### src/rtl/core/sprite_frame_animator_unit_defines.svh
// Assertion macros shared by the RTL of the sprite frame animator.
`ifndef SPRITE_FRAME_ANIMATOR_UNIT_DEFINES_SVH
`define SPRITE_FRAME_ANIMATOR_UNIT_DEFINES_SVH

`ifndef ASSERT_OFF

`define ASSERT_IMPLIES(label, clk, rstn, ante, cons) \
    label: assert property (@(posedge clk) disable iff (!(rstn)) (ante) |-> (cons)) \
        else $error("%m: implication failed");

`define ASSERT_NEXT(label, clk, rstn, ante, cons) \
    label: assert property (@(posedge clk) disable iff (!(rstn)) (ante) |=> (cons)) \
        else $error("%m: next-cycle check failed");

`else

`define ASSERT_IMPLIES(label, clk, rstn, ante, cons)
`define ASSERT_NEXT(label, clk, rstn, ante, cons)

`endif

`endif

### src/rtl/core/spr_anim_pkg.sv
`default_nettype none

package spr_anim_pkg;

    localparam int MAX_FRAMES_DEF = 256;
    localparam int TIME_BITS_DEF  = 24;
    localparam int COORD_BITS_DEF = 12;

    localparam int CFG_INDEX_BITS = 3;
    localparam int CFG_DATA_BITS  = 24;
    localparam int SIDE_BITS      = 11;
    localparam int POS_BITS       = 20;
    localparam int EXT_BITS       = 12;

    localparam logic [SIDE_BITS-1:0] MAX_SIDE = 11'd1024;

    localparam logic [2:0] REQ_TICK    = 3'd0;
    localparam logic [2:0] REQ_PLAY    = 3'd1;
    localparam logic [2:0] REQ_PAUSE   = 3'd2;
    localparam logic [2:0] REQ_STOP    = 3'd3;
    localparam logic [2:0] REQ_RESTART = 3'd4;

    localparam logic [CFG_INDEX_BITS-1:0] REG_FRAME_TOTAL    = 3'd0;
    localparam logic [CFG_INDEX_BITS-1:0] REG_FRAME_WIDTH    = 3'd1;
    localparam logic [CFG_INDEX_BITS-1:0] REG_FRAME_HEIGHT   = 3'd2;
    localparam logic [CFG_INDEX_BITS-1:0] REG_START_X        = 3'd3;
    localparam logic [CFG_INDEX_BITS-1:0] REG_START_Y        = 3'd4;
    localparam logic [CFG_INDEX_BITS-1:0] REG_SHEET_WIDTH    = 3'd5;
    localparam logic [CFG_INDEX_BITS-1:0] REG_FRAME_DURATION = 3'd6;
    localparam logic [CFG_INDEX_BITS-1:0] REG_MODE_BITS      = 3'd7;

    typedef enum logic [3:0] {
        ST_IDLE,
        ST_ADV,
        ST_DIV_SX,
        ST_DIV_SY,
        ST_DIV_SW,
        ST_DIV_FR,
        ST_MUL_X,
        ST_MUL_Y,
        ST_OUT
    } state_t;

    typedef struct packed {
        logic [2:0]  req_type;
        logic [23:0] delta_time;
    } in_item_t;

    typedef struct packed {
        logic signed [19:0] rect_left;
        logic signed [19:0] rect_top;
        logic signed [11:0] rect_width;
        logic signed [11:0] rect_height;
        logic [7:0]         frame_index;
        logic               playing;
        logic               frame_advanced;
    } out_item_t;

endpackage

`default_nettype wire

### src/rtl/core/sprite_frame_animator_unit.sv
// An accepted transaction passes ST_DIV_FR, ST_MUL_X, ST_MUL_Y and ST_OUT, after ST_ADV
// for a tick while playing; NB = max(COORD_BITS + 1, log2(MAX_FRAMES), 11), 13 by default.
// The first one after reset or any register write also runs ST_DIV_SX, ST_DIV_SY, ST_DIV_SW.
// One NB-bit restoring divider retiring one quotient bit per cycle serves all four divisions.
// One transaction at a time; ST_OUT waits on m_ready; s_ready returns with the result.
// Reset (aresetn low, synchronous): registers take their default values, frame and time clear.
`default_nettype none
`include "sprite_frame_animator_unit_defines.svh"

module sprite_frame_animator_unit #(
    parameter int MAX_FRAMES = spr_anim_pkg::MAX_FRAMES_DEF,
    parameter int TIME_BITS  = spr_anim_pkg::TIME_BITS_DEF,
    parameter int COORD_BITS = spr_anim_pkg::COORD_BITS_DEF
) (
    input  wire logic                                    aclk,
    input  wire logic                                    aresetn,
    input  wire logic                                    cfg_wr_en,
    input  wire logic [spr_anim_pkg::CFG_INDEX_BITS-1:0] cfg_index,
    input  wire logic [spr_anim_pkg::CFG_DATA_BITS-1:0]  cfg_wdata,
    input  wire logic                                    s_valid,
    output logic                                         s_ready,
    input  wire spr_anim_pkg::in_item_t                  s_data,
    output logic                                         m_valid,
    input  wire logic                                    m_ready,
    output spr_anim_pkg::out_item_t                      m_data
);

    localparam int FRAME_BITS = $clog2(MAX_FRAMES);
    localparam int TOTAL_BITS = FRAME_BITS + 1;
    localparam int ACC_BITS   = TIME_BITS + 1;
    localparam int SW_BITS    = COORD_BITS + 1;
    localparam int SIDE_BITS  = spr_anim_pkg::SIDE_BITS;
    localparam int POS_BITS   = spr_anim_pkg::POS_BITS;
    localparam int EXT_BITS   = spr_anim_pkg::EXT_BITS;
    localparam int NB_A       = (SW_BITS > FRAME_BITS) ? SW_BITS : FRAME_BITS;
    localparam int NB         = (NB_A > SIDE_BITS) ? NB_A : SIDE_BITS;
    localparam int CNT_BITS   = $clog2(NB);
    localparam int PROD_BITS  = NB + 1 + SIDE_BITS;

    logic [8:0]           frame_total_reg;
    logic [SIDE_BITS-1:0] frame_width_reg;
    logic [SIDE_BITS-1:0] frame_height_reg;
    logic [11:0]          start_x_reg;
    logic [11:0]          start_y_reg;
    logic [12:0]          sheet_width_reg;
    logic [23:0]          frame_duration_reg;
    logic [2:0]           mode_bits_reg;

    spr_anim_pkg::state_t state_reg, state_next;

    logic [FRAME_BITS-1:0] frame_reg, frame_next;
    logic [ACC_BITS-1:0]   accum_reg, accum_next;
    logic                  running_reg, running_next;
    logic                  adv_reg, adv_next;
    logic                  geom_valid_reg, geom_valid_next;

    logic [NB-1:0]       rem_reg, rem_next;
    logic [NB-1:0]       quo_reg, quo_next;
    logic [CNT_BITS-1:0] cnt_reg, cnt_next;

    logic [NB-1:0] colb_reg, colb_next;
    logic [NB-1:0] rowb_reg, rowb_next;
    logic [NB-1:0] cols_reg, cols_next;
    logic [NB-1:0] fq_reg, fq_next;
    logic [NB-1:0] fr_reg, fr_next;

    logic [POS_BITS-1:0] pos_x_reg, pos_x_next;
    logic [POS_BITS-1:0] pos_y_reg, pos_y_next;

    logic                    m_valid_reg, m_valid_next;
    spr_anim_pkg::out_item_t out_reg, out_next;

    logic [SIDE_BITS-1:0]  side_w;
    logic [SIDE_BITS-1:0]  side_h;
    logic [NB-1:0]         start_col_src;
    logic [NB-1:0]         start_row_src;
    logic [NB-1:0]         sheet_src;
    logic [TIME_BITS-1:0]  dur_raw;
    logic [ACC_BITS-1:0]   dur_eff;
    logic [31:0]           total_wide;
    logic [TOTAL_BITS-1:0] total_eff;
    logic [ACC_BITS:0]     acc_sum;
    logic [TOTAL_BITS-1:0] frame_inc;
    logic                  adv_step;

    logic [NB-1:0]   div_divisor;
    logic [NB-1:0]   div_dividend;
    logic [NB:0]     div_shift;
    logic            div_ge;
    logic [NB-1:0]   div_rem_step;
    logic [NB-1:0]   div_quo_step;
    logic            div_last;
    logic            div_active;
    logic            div_load;

    logic [NB:0]            mul_a;
    logic [SIDE_BITS-1:0]   mul_b;
    logic [PROD_BITS-1:0]   mul_prod;

    logic [EXT_BITS-1:0] ext_w;
    logic [EXT_BITS-1:0] ext_h;

    spr_anim_pkg::state_t geo_entry;

    always_comb begin
        if (frame_width_reg == '0) begin
            side_w = SIDE_BITS'(1);
        end else if (frame_width_reg > spr_anim_pkg::MAX_SIDE) begin
            side_w = spr_anim_pkg::MAX_SIDE;
        end else begin
            side_w = frame_width_reg;
        end
        if (frame_height_reg == '0) begin
            side_h = SIDE_BITS'(1);
        end else if (frame_height_reg > spr_anim_pkg::MAX_SIDE) begin
            side_h = spr_anim_pkg::MAX_SIDE;
        end else begin
            side_h = frame_height_reg;
        end
        if (frame_total_reg == '0) begin
            total_wide = 32'd1;
        end else if (32'(frame_total_reg) > 32'(MAX_FRAMES)) begin
            total_wide = 32'(MAX_FRAMES);
        end else begin
            total_wide = 32'(frame_total_reg);
        end
    end

    assign total_eff     = TOTAL_BITS'(total_wide);
    assign start_col_src = NB'(COORD_BITS'(start_x_reg));
    assign start_row_src = NB'(COORD_BITS'(start_y_reg));
    assign sheet_src     = NB'(SW_BITS'(sheet_width_reg));
    assign dur_raw       = TIME_BITS'(frame_duration_reg);
    assign dur_eff       = (dur_raw == '0) ? ACC_BITS'(1) : ACC_BITS'(dur_raw);
    assign acc_sum       = {1'b0, accum_reg} + (ACC_BITS + 1)'(TIME_BITS'(s_data.delta_time));
    assign frame_inc     = {1'b0, frame_reg} + TOTAL_BITS'(1);
    assign geo_entry     = geom_valid_reg ? spr_anim_pkg::ST_DIV_FR : spr_anim_pkg::ST_DIV_SX;
    assign adv_step      = (state_reg == spr_anim_pkg::ST_ADV) && (accum_reg >= dur_eff);

    assign div_active = (state_reg == spr_anim_pkg::ST_DIV_SX) ||
                        (state_reg == spr_anim_pkg::ST_DIV_SY) ||
                        (state_reg == spr_anim_pkg::ST_DIV_SW) ||
                        (state_reg == spr_anim_pkg::ST_DIV_FR);
    assign div_shift    = {rem_reg, quo_reg[NB-1]};
    assign div_ge       = div_shift >= {1'b0, div_divisor};
    assign div_rem_step = div_ge ? NB'(div_shift - {1'b0, div_divisor}) : div_shift[NB-1:0];
    assign div_quo_step = {quo_reg[NB-2:0], div_ge};
    assign div_last     = cnt_reg == CNT_BITS'(NB - 1);

    always_comb begin
        case (state_reg)
            spr_anim_pkg::ST_DIV_SY: div_divisor = NB'(side_h);
            spr_anim_pkg::ST_DIV_FR: div_divisor = cols_reg;
            default:                 div_divisor = NB'(side_w);
        endcase
        case (state_next)
            spr_anim_pkg::ST_DIV_SX: div_dividend = start_col_src;
            spr_anim_pkg::ST_DIV_SY: div_dividend = start_row_src;
            spr_anim_pkg::ST_DIV_SW: div_dividend = sheet_src;
            default:                 div_dividend = NB'(frame_next);
        endcase
    end

    assign div_load = (state_next != state_reg) &&
                      ((state_next == spr_anim_pkg::ST_DIV_SX) ||
                       (state_next == spr_anim_pkg::ST_DIV_SY) ||
                       (state_next == spr_anim_pkg::ST_DIV_SW) ||
                       (state_next == spr_anim_pkg::ST_DIV_FR));

    always_comb begin
        if (state_reg == spr_anim_pkg::ST_MUL_Y) begin
            mul_a = (NB + 1)'(rowb_reg) + (NB + 1)'(fq_reg);
            mul_b = side_h;
        end else begin
            mul_a = (NB + 1)'(colb_reg) + (NB + 1)'(fr_reg);
            mul_b = side_w;
        end
    end

    assign mul_prod = PROD_BITS'(mul_a) * PROD_BITS'(mul_b);
    assign ext_w    = EXT_BITS'(side_w);
    assign ext_h    = EXT_BITS'(side_h);

    always_comb begin
        state_next      = state_reg;
        frame_next      = frame_reg;
        accum_next      = accum_reg;
        running_next    = running_reg;
        adv_next        = adv_reg;
        geom_valid_next = geom_valid_reg;
        rem_next        = rem_reg;
        quo_next        = quo_reg;
        cnt_next        = cnt_reg;
        colb_next       = colb_reg;
        rowb_next       = rowb_reg;
        cols_next       = cols_reg;
        fq_next         = fq_reg;
        fr_next         = fr_reg;
        pos_x_next      = pos_x_reg;
        pos_y_next      = pos_y_reg;
        out_next        = out_reg;
        m_valid_next    = m_valid_reg && !m_ready;

        case (state_reg)
            spr_anim_pkg::ST_IDLE: begin
                if (s_valid) begin
                    adv_next   = 1'b0;
                    state_next = geo_entry;
                    case (s_data.req_type)
                        spr_anim_pkg::REQ_TICK: begin
                            if (running_reg) begin
                                accum_next = acc_sum[ACC_BITS] ? '1 : acc_sum[ACC_BITS-1:0];
                                state_next = spr_anim_pkg::ST_ADV;
                            end
                        end
                        spr_anim_pkg::REQ_PLAY: begin
                            running_next = 1'b1;
                        end
                        spr_anim_pkg::REQ_PAUSE: begin
                            running_next = 1'b0;
                        end
                        spr_anim_pkg::REQ_STOP: begin
                            running_next = 1'b0;
                            frame_next   = '0;
                            accum_next   = '0;
                            adv_next     = frame_reg != '0;
                        end
                        spr_anim_pkg::REQ_RESTART: begin
                            running_next = 1'b1;
                            frame_next   = '0;
                            accum_next   = '0;
                            adv_next     = frame_reg != '0;
                        end
                        default: begin
                        end
                    endcase
                end
            end
            spr_anim_pkg::ST_ADV: begin
                if (accum_reg >= dur_eff) begin
                    accum_next = accum_reg - dur_eff;
                    if (frame_inc >= total_eff) begin
                        if (mode_bits_reg[0]) begin
                            frame_next = '0;
                        end else begin
                            frame_next   = FRAME_BITS'(total_eff - TOTAL_BITS'(1));
                            running_next = 1'b0;
                        end
                    end else begin
                        frame_next = FRAME_BITS'(frame_inc);
                    end
                    adv_next = frame_next != frame_reg;
                end
                state_next = geo_entry;
            end
            spr_anim_pkg::ST_DIV_SX: begin
                if (div_last) begin
                    colb_next  = div_quo_step;
                    state_next = spr_anim_pkg::ST_DIV_SY;
                end
            end
            spr_anim_pkg::ST_DIV_SY: begin
                if (div_last) begin
                    rowb_next  = div_quo_step;
                    state_next = spr_anim_pkg::ST_DIV_SW;
                end
            end
            spr_anim_pkg::ST_DIV_SW: begin
                if (div_last) begin
                    cols_next       = (div_quo_step == '0) ? NB'(1) : div_quo_step;
                    geom_valid_next = 1'b1;
                    state_next      = spr_anim_pkg::ST_DIV_FR;
                end
            end
            spr_anim_pkg::ST_DIV_FR: begin
                if (div_last) begin
                    fq_next    = div_quo_step;
                    fr_next    = div_rem_step;
                    state_next = spr_anim_pkg::ST_MUL_X;
                end
            end
            spr_anim_pkg::ST_MUL_X: begin
                pos_x_next = mul_prod[POS_BITS-1:0];
                state_next = spr_anim_pkg::ST_MUL_Y;
            end
            spr_anim_pkg::ST_MUL_Y: begin
                pos_y_next = mul_prod[POS_BITS-1:0];
                state_next = spr_anim_pkg::ST_OUT;
            end
            spr_anim_pkg::ST_OUT: begin
                if (!m_valid_reg || m_ready) begin
                    out_next.rect_left   = mode_bits_reg[1] ?
                                           pos_x_reg + POS_BITS'(side_w) : pos_x_reg;
                    out_next.rect_top    = mode_bits_reg[2] ?
                                           pos_y_reg + POS_BITS'(side_h) : pos_y_reg;
                    out_next.rect_width  = mode_bits_reg[1] ? EXT_BITS'(0) - ext_w : ext_w;
                    out_next.rect_height = mode_bits_reg[2] ? EXT_BITS'(0) - ext_h : ext_h;
                    out_next.frame_index    = 8'(frame_reg);
                    out_next.playing        = running_reg;
                    out_next.frame_advanced = adv_reg;
                    m_valid_next = 1'b1;
                    state_next   = spr_anim_pkg::ST_IDLE;
                end
            end
            default: begin
                state_next = spr_anim_pkg::ST_IDLE;
            end
        endcase

        if (div_load) begin
            rem_next = '0;
            quo_next = div_dividend;
            cnt_next = '0;
        end else if (div_active) begin
            rem_next = div_rem_step;
            quo_next = div_quo_step;
            cnt_next = cnt_reg + CNT_BITS'(1);
        end
    end

    always_ff @(posedge aclk) begin
        if (!aresetn) begin
            frame_total_reg    <= 9'd1;
            frame_width_reg    <= SIDE_BITS'(1);
            frame_height_reg   <= SIDE_BITS'(1);
            start_x_reg        <= '0;
            start_y_reg        <= '0;
            sheet_width_reg    <= '0;
            frame_duration_reg <= 24'd83333;
            mode_bits_reg      <= 3'd1;
        end else if (cfg_wr_en) begin
            case (cfg_index)
                spr_anim_pkg::REG_FRAME_TOTAL:    frame_total_reg    <= cfg_wdata[8:0];
                spr_anim_pkg::REG_FRAME_WIDTH:    frame_width_reg    <= cfg_wdata[10:0];
                spr_anim_pkg::REG_FRAME_HEIGHT:   frame_height_reg   <= cfg_wdata[10:0];
                spr_anim_pkg::REG_START_X:        start_x_reg        <= cfg_wdata[11:0];
                spr_anim_pkg::REG_START_Y:        start_y_reg        <= cfg_wdata[11:0];
                spr_anim_pkg::REG_SHEET_WIDTH:    sheet_width_reg    <= cfg_wdata[12:0];
                spr_anim_pkg::REG_FRAME_DURATION: frame_duration_reg <= cfg_wdata[23:0];
                spr_anim_pkg::REG_MODE_BITS:      mode_bits_reg      <= cfg_wdata[2:0];
                default: begin
                end
            endcase
        end
    end

    always_ff @(posedge aclk) begin
        if (!aresetn) begin
            state_reg      <= spr_anim_pkg::ST_IDLE;
            frame_reg      <= '0;
            accum_reg      <= '0;
            running_reg    <= 1'b0;
            adv_reg        <= 1'b0;
            geom_valid_reg <= 1'b0;
            m_valid_reg    <= 1'b0;
        end else begin
            state_reg      <= state_next;
            frame_reg      <= frame_next;
            accum_reg      <= accum_next;
            running_reg    <= running_next;
            adv_reg        <= adv_next;
            geom_valid_reg <= cfg_wr_en ? 1'b0 : geom_valid_next;
            m_valid_reg    <= m_valid_next;
        end
    end

    always_ff @(posedge aclk) begin
        rem_reg   <= rem_next;
        quo_reg   <= quo_next;
        cnt_reg   <= cnt_next;
        colb_reg  <= colb_next;
        rowb_reg  <= rowb_next;
        cols_reg  <= cols_next;
        fq_reg    <= fq_next;
        fr_reg    <= fr_next;
        pos_x_reg <= pos_x_next;
        pos_y_reg <= pos_y_next;
        out_reg   <= out_next;
    end

    assign s_ready = state_reg == spr_anim_pkg::ST_IDLE;
    assign m_valid = m_valid_reg;
    assign m_data  = out_reg;

    `ASSERT_NEXT(a_busy_after_accept, aclk, aresetn, s_valid && s_ready, !s_ready)

    `ASSERT_IMPLIES(a_div_rem_bound, aclk, aresetn, div_active, rem_reg < div_divisor)

    `ASSERT_IMPLIES(a_cols_nonzero, aclk, aresetn, state_reg == spr_anim_pkg::ST_DIV_FR, cols_reg != '0)

    `ASSERT_NEXT(a_adv_in_range, aclk, aresetn, adv_step, TOTAL_BITS'(frame_reg) < total_eff)

    `ASSERT_NEXT(a_out_holds, aclk, aresetn, (state_reg == spr_anim_pkg::ST_OUT) && m_valid_reg && !m_ready, state_reg == spr_anim_pkg::ST_OUT)

endmodule

`default_nettype wire
### config.mk
export PLATFORM = sky130hd
export DESIGN_NAME = sprite_frame_animator_unit
export DESIGN_NICKNAME = d
export VERILOG_FILES = /design/src/rtl/core/spr_anim_pkg.sv /design/src/rtl/core/sprite_frame_animator_unit.sv
export VERILOG_INCLUDE_DIRS = /design/src /design/src/rtl/core
export SDC_FILE = /design/constraint.sdc
export NUM_CORES = 1
export LEC_CHECK = 0
export ABC_AREA = 0
export ABC_CLOCK_PERIOD_IN_PS = 7700
export BUFFER_PORTS_ARGS = -buffer_cell sky130_fd_sc_hd__buf_2
export CELL_PAD_IN_SITES_DETAIL_PLACEMENT = 1
export CELL_PAD_IN_SITES_GLOBAL_PLACEMENT = 1
export CORE_MARGIN = 2
export CORE_UTILIZATION = 25
export CTS_BUF_LIST = sky130_fd_sc_hd__clkbuf_8
export CTS_CLUSTER_SIZE = 14
export DETAILED_ROUTE_END_ITERATION = 7
export HOLD_SLACK_MARGIN = 0.03
export MAX_ROUTING_LAYER = met4
export PLACE_DENSITY = 0.48
export SLEW_MARGIN = 15
export SYNTH_ARGS = -nofsm -noshare
export SYNTH_HDL_FRONTEND = slang
export SYNTH_SLANG_ARGS = --single-unit
### constraint.sdc
create_clock -name aclk -period 7.7 [get_ports aclk]
set_input_delay 0.385 -clock aclk [delete_from_list [all_inputs] [get_ports aclk]]
set_output_delay 0.385 -clock aclk [all_outputs]
set_load 0.03 [all_outputs]
==> results.py, run 1 <==
metrics = {
    "pwr": {
        "vdd_drop_max_uv": 105.7,
        "totalPowerFinal_w": 0.005400,
        "power_density_nw_per_um2": 190.0,
        "p_leak_nw": 11.44,
    },
    "logic_synthesis": {
        "yosys.cell_types.count": 81,
        "synth_warnings": 0,
        "synth_edf_count": 192,
        "syn_area_per_cell_um2": 9.089,
        "ys_seq_area_frac": 0.3595,
        "ys.flop_type": "edfxtp_1",
        "synth_fp_nets": 3034,
        "synthCells": 2702,
        "ys_async_sr_fraction": 0,
        "synth_area_um2": 24560,
        "synth-seq-cells": 345,
    },
    "final_layout": {
        "area_delta_synth_final_pct": 15.71,
        "largest_reg_flops": 74,
        "drive_gt1_frac": 0.1222,
        "finalNetCount": 3183,
    },
    "placement": {
        "port-buffer-count": 134,
        "place_ws_ps": 530.7,
        "dp_hpwl_mm": 65.28,
        "gp_congestion": 0.8408,
    },
    "clock_network": {
        "cts_tree": "done",
        "cts.sinks": 345,
        "clk_pin_slew_worst_paths_ps": 60,
        "numCtsBuffers": 71,
        "htreeDepth": 3,
        "cts_root_buffer": "clkbuf_8",
        "postCtsSetupBuffers": 0,
        "ctsResizeCount": 0,
        "ctsLongestPathBuffers": 3,
        "clock_latency_ps": 670,
        "cts_hold_buf": 15,
    },
    "routing": {
        "drc_errors": 0,
        "drt_iter0_markers": 816,
        "wl_per_cell_um": 19.92,
        "wirelength_mm": 83.33,
        "dr.pass1.iters": 5,
        "ant_nets": 0,
        "vias_per_cell": 4.773,
        "vias": 19970,
    },
    "critical_path": {
        "cp.required_ps": 8080,
        "critPathBufInv": 4,
        "path_class": "register to register",
        "arrival_ps": 7550,
        "end_kind": "register",
        "start_kind": "register",
        "crit_fanout": 7,
        "slowest_delay_ps": 580,
        "cp_slowest_cell": "o41ai_1",
        "cp_common_cell": "fa_1",
        "critPathTopFamily": "adder cells",
        "reg2reg_from": "colb_reg[0]$_DFFE_PP_",
        "crit_path_start": "colb_reg[0]$_DFFE_PP_",
    },
    "die": {
        "die_w_um": 317.4,
        "dieArea_um2": 100800,
        "rows": 114,
        "fp.dieH_um": 317.4,
        "core_area_um2": 96990,
        "start_util": 0.2532,
        "io_pins": 135,
    },
    "worst_hold_path": {
        "worstHoldStart": "cfg_wdata[10]",
        "hold_path_class": "input port to register",
    },
    "timing": {
        "period_needed_ps": 7171,
        "fin_tns_setup_ps": 0,
        "maxSlewViolCount": 0,
        "fmax_mhz": 139.5,
        "fin_crit_sh": 0.9312,
        "worstMarginPinSlew_ps": 1154,
        "setup-violations-final": 0,
        "rsz0062_at_grt": "false",
        "hold_violations": 0,
        "slew-limit-headroom": 0.2206,
        "layout_setup_ws_ps": 529.5,
        "skew_ps": 33.27,
    },
    "global_routing": {
        "grt.total_usage": 0.1688,
        "grt_pass1_vias": 21640,
        "grt_max_degree": 116,
        "grt_overflow_total": 0,
        "antenna_found_initial": 3,
        "grt_pass1_wl_mm": 128.4,
    },
    "status": {
        "status": "finished, final reports clean",
    },
    "flow_run": {
        "max-cap-violations": 0,
    },
}
==> cells in the mapped netlist, drive strengths merged, types with 8 or more instances <==
cell type | count | area, um2
nand2 | 343 | 1287
nor2 | 251 | 942.2
inv | 227 | 852.1
edfxtp | 192 | 5766
ha | 167 | 2090
dfxtp | 153 | 3063
a21oi | 141 | 713.2
o21ai | 125 | 629.4
clkbuf | 117 | 449.2
fa | 106 | 2122
a21boi | 102 | 765.7
xnor2 | 97 | 849.6
nand2b | 53 | 339.1
nor2b | 51 | 319.1
nor3 | 44 | 220.2
xor2 | 44 | 385.4
mux2i | 40 | 400.4
a21o | 36 | 270.3
nand3 | 34 | 170.2
o21a | 30 | 225.2
mux2 | 28 | 315.3
nor4 | 22 | 152.7
o211ai | 22 | 170.2
a221oi | 20 | 175.2
and3 | 19 | 118.9
or3 | 18 | 117.6
a31oi | 17 | 106.4
o31ai | 16 | 120.1
a211oi | 15 | 112.6
nand4 | 15 | 93.84
o22ai | 15 | 93.84
or2 | 15 | 96.34
and2 | 13 | 81.33
o21bai | 13 | 97.59
buf | 10 | 61.30
o41ai | 8 | 70.07
==> metal layers <==
metal / share of wire / GRT usage / vias up
li1: - / - / 9674
met1: 0.46 / 0.2091 / 9859
met2: 0.48 / 0.2813 / 317
met3: 0.033 / 0.02692 / 117
met4: 0.031 / 0.05323 / 0
met5: 0 / - / -
==> power by group <==
group	internal [W]	switching (W)
Sequential	0.00208	0.000102
Combinational	0.000472	0.000694
Clock	0.00117	0.000885
==> layout by cell type, fill, tap and decap left out, types with 19 or more instances in the layout <==
cell,instances
nor2_1,248
mux2i_1,40
a221oi_1,20
mux2_2,28
xnor2_1,97
buf_2,133
ha_1,167
o21a_1,30
a21o_1,36
xor2_1,44
fa_1,106
o21ai_0,118
nand2_1,343
inv_1,245
edfxtp_1,192
and3_1,19
o211ai_1,21
clkbuf_8,81
nor3_1,41
nor2b_1,50
nand2b_1,52
nor4_1,19
dfxtp_1,153
nand3_1,34
a21oi_1,139
a21boi_0,99
buf_4,55
==> cell type report <==
type / instances / area [um2]
Antenna cell: 1 / 2.502
Clock buffer: 81 / 1115
Clock inverter: 47 / 375.4
Fill cell: 11360 / 68580
Inverter: 228 / 855.8
Multi-Input combinational cell: 2002 / 14420
Sequential cell: 345 / 8828
Tap cell: 1276 / 1597
Timing Repair Buffer: 203 / 1229
==> path summary, 6_finish.rpt <==
path,to,slack [ps],cells after the start
max,pos_y_reg[19]$_DFFE_PP_,530,26
min,frame_width_reg[10]$_SDFFE_PN0P_,90,3
max reg2reg,pos_y_reg[19]$_DFFE_PP_,530,26
min reg2reg,m_data[0]$_DFFE_PP_,450,0
==> per-stage QoR <==
step | utilization | area [um2] | std cells | hold slack (ps)
final | 0.2930 | 28420 | 4183 | 90.69
after global routing | 0.2930 | 28420 | 4183 | 64.72
after CTS | 0.2930 | 28410 | 4182 | 30.17
after detailed placement | 0.2760 | 26770 | 4039 | 426.7
after global placement | 0.2760 | 26770 | 4039 | 426.9
after floorplan | - | 24560 | 2702 | 406.4
==> cell families after synthesis <==
| kind of cell | Yosys count | share of synthesized area |
|---|---|---|
| multiplexers | 68 | 0.02914 |
| buffers and inverters | 355 | 0.05563 |
| flip-flops | 345 | 0.3595 |
| adder cells (fa/ha/maj) | 273 | 0.1715 |
| XOR/XNOR | 141 | 0.05029 |
| AO/OA/AOI/OAI | 605 | 0.1611 |
| AND/OR/NAND/NOR | 915 | 0.1728 |
==> worst register-to-register path: cells and delay by family, from the launching register on <==
family / cells / cell delay, ps
adder cells (fa/ha/maj): 8 / 3120
buffers and inverters: 4 / 240
AND/OR/NAND/NOR: 3 / 320
AO/OA/AOI/OAI: 9 / 2530
XOR/XNOR: 2 / 320
flip-flops: 1 / 370
(Power assumes the default switching activity.)
==> run 2: changes to the inputs <==
- ABC_CLOCK_PERIOD_IN_PS: 7700 -> 7100
- clock period: 7.7 -> 7.1 ns (I/O delays scaled with it)
==> run 2 against run 1 <==
Effect of this change: cell area is 0.77% higher; clock power is 4% higher; via count is 0.90% higher; non-clock buffer count is 21 higher; first-iteration DRC count is 15% higher; utilization is 0.23 points higher; worst setup slack worse by 220 ps; register-to-register slack worse by 220 ps; sequential share of layout area is 0.24 points lower; sequential cell count stayed put; critical path type unchanged.
==> results.py, run 2 (synthesized netlist as in run 1, its figures left out) <==
metrics = {
    "critical_path": {
        "regToRegSetupSlack_ps": 310,
        "end_kind": "register",
        "r2r_end": "pos_x_reg[18]$_DFFE_PP_",
        "arrival_ps": 7170,
        "start_kind": "register",
        "cp.required_ps": 7480,
        "reg2reg_from": "rowb_reg[0]$_DFFE_PP_",
        "crit_path_start": "rowb_reg[0]$_DFFE_PP_",
        "slowest_delay_ps": 550,
        "critPathTopFamily": "adder cells",
        "cp.depth": 26,
        "ff2ff_path_depth": 26,
        "path_class": "register to register",
        "crit_fanout": 5,
        "cp_slowest_cell": "fa_1",
        "endpoint": "pos_x_reg[18]$_DFFE_PP_",
        "critPathBufInv": 4,
        "cp_common_cell": "fa_1",
    },
    "final_layout": {
        "final_common_cell": "nand2_1",
        "drive_gt1_frac": 0.1282,
        "stdcell_area_um2": 28640,
        "largest_reg_flops": 74,
        "final_util": 0.2953,
        "final_cell_mix": "nand2_1 (343), inv_1 (250), nor2_1 (245)",
        "area_delta_synth_final_pct": 16.61,
        "finalNetCount": 3202,
    },
    "timing": {
        "hold_violations": 0,
        "setup-violations-final": 0,
        "period_needed_ps": 6787,
        "slew-limit-headroom": 0.2195,
        "layout_setup_ws_ps": 312.9,
        "worstMarginPinSlew_ps": 1171,
        "maxSlewViolCount": 0,
        "skew_ps": 38.10,
        "fin_crit_sh": 0.9559,
        "rsz0062_at_grt": "true",
        "whs_ps": 102.0,
        "fmax_mhz": 147.3,
    },
    "routing": {
        "wl_per_cell_um": 19.94,
        "vias_per_cell": 4.794,
        "drt_iter0_markers": 936,
        "ant_nets": 0,
        "vias": 20150,
        "wirelength_mm": 83.80,
        "drc_errors": 0,
        "dr.pass1.iters": 5,
    },
    "clock_network": {
        "cts_root_buffer": "clkbuf_8",
        "cts.sinks": 345,
        "clk_pin_slew_worst_paths_ps": 60,
        "clock_latency_ps": 670,
        "htreeDepth": 3,
        "cts_tree": "done",
        "numCtsBuffers": 69,
        "ctsLongestPathBuffers": 3,
    },
    "die": {
        "dieArea_um2": 100800,
        "die_w_um": 317.4,
        "io_pins": 135,
        "fp.dieH_um": 317.4,
        "start_util": 0.2532,
        "core_area_um2": 96990,
        "rows": 114,
    },
    "global_routing": {
        "grt_pass1_vias": 21710,
        "antenna_found_initial": 3,
        "grt_pass1_wl_mm": 129.1,
        "grt_overflow_total": 0,
        "grt.total_usage": 0.1697,
        "grt_max_degree": 118,
    },
    "pwr": {
        "power_density_nw_per_um2": 201.7,
        "p_leak_nw": 11.55,
        "vdd_drop_max_uv": 121.6,
    },
    "placement": {
        "place_ws_ps": 158.0,
        "dpl_cell_area_um2": 26830,
        "gp_congestion": 0.8315,
        "dp_hpwl_mm": 65.45,
        "port-buffer-count": 134,
    },
    "status": {
        "status": "finished, final reports clean",
    },
    "worst_hold_path": {
        "hold_path_class": "input port to register",
    },
    "flow_run": {
        "max-cap-violations": 0,
    },
}
==> run 2: cell types whose count changed in the layout (fill, tap and decap cells not counted), moves of 3 or more <==
cell,previous run,this run
dlygate4sd3_1,15,27
buf_4,55,64
inv_1,245,250
a21oi_1,139,135
a21oi_2,2,6
ha_1,167,164
ha_4,0,3
nor2_1,248,245
==> run 2: timing repair <==
| item | CTS | global route |
|---|---|---|
| resized for setup | 0 | 19 |
| endpoints found under the setup margin | 0 | 6 |
| buffers inserted | 0 | 2 |
| hold buffers | 27 | 0 |
| hold endpoints to repair | 41 | 0 |
==> run 2: how the worst min path moves through the flow <==
stage | from | endpoint | cells after the start
2_1_floorplan | frame_reg[2]$_SDFF_PN0_ | m_data[4]$_DFFE_PP_ | 0
3_3_place_gp | start_y_reg[2]$_SDFFE_PN0P_ | start_y_reg[2]$_SDFFE_PN0P_ | 2
3_5_place_dp | adv_reg$_SDFFE_PN0P_ | m_data[0]$_DFFE_PP_ | 0
4_1_cts | cfg_wdata[4] | frame_total_reg[4]$_SDFFE_PN0P_ | 3
5_1_grt | cfg_wdata[9] | dur_raw[9]$_SDFFE_PN0P_ | 3
6_report | cfg_wdata[9] | dur_raw[9]$_SDFFE_PN0P_ | 3
==> run 2: report_power, final <==
group | switching [W] | internal [W] | leakage (nW)
registers | 0.000112 | 0.00225 | 2.98
clock network | 0.000955 | 0.00117 | 0.806
logic | 0.000762 | 0.000517 | 7.77
total | 0.00183 | 0.00395 | 11.6
==> run 2: worst min-delay path: cells and delay by family <==
| kind | cells | cell delay (ps) |
|---|---|---|
| buffers and inverters | 1 | 190 |
| and+or+nand+nor | 1 | 90 |
| AOI/OAI and AO/OA | 1 | 70 |
==> run 2: layout make-up <==
cell class / count / area, um2
Fill cell: 11300 / 68360
Multi-Input combinational cell: 2002 / 14530
Sequential cell: 345 / 8828
Tap cell: 1276 / 1597
Timing Repair Buffer: 224 / 1416
Clock buffer: 80 / 1101
Inverter: 228 / 855.8
Clock inverter: 45 / 306.5
Antenna cell: 2 / 5.005
==> run 2: stage by stage <==
step                      std cells  TNS [ps]  power, W
after global placement         4046         0  0.003659
after CTS                      4198         0  0.005889
after detailed placement       4046         0  0.003688
final                          4202         0  0.005776
after floorplan                2702         0  0.003288
after global routing           4201    -52.44  0.006118
==> run 2: per-layer routing <==
layer	share of wire	track usage	vias up
met5	0	-	-
met4	0.033	0.05905	0
met3	0.032	0.02571	125
met2	0.48	0.2804	324
met1	0.46	0.2110	9998
li1	-	-	9699
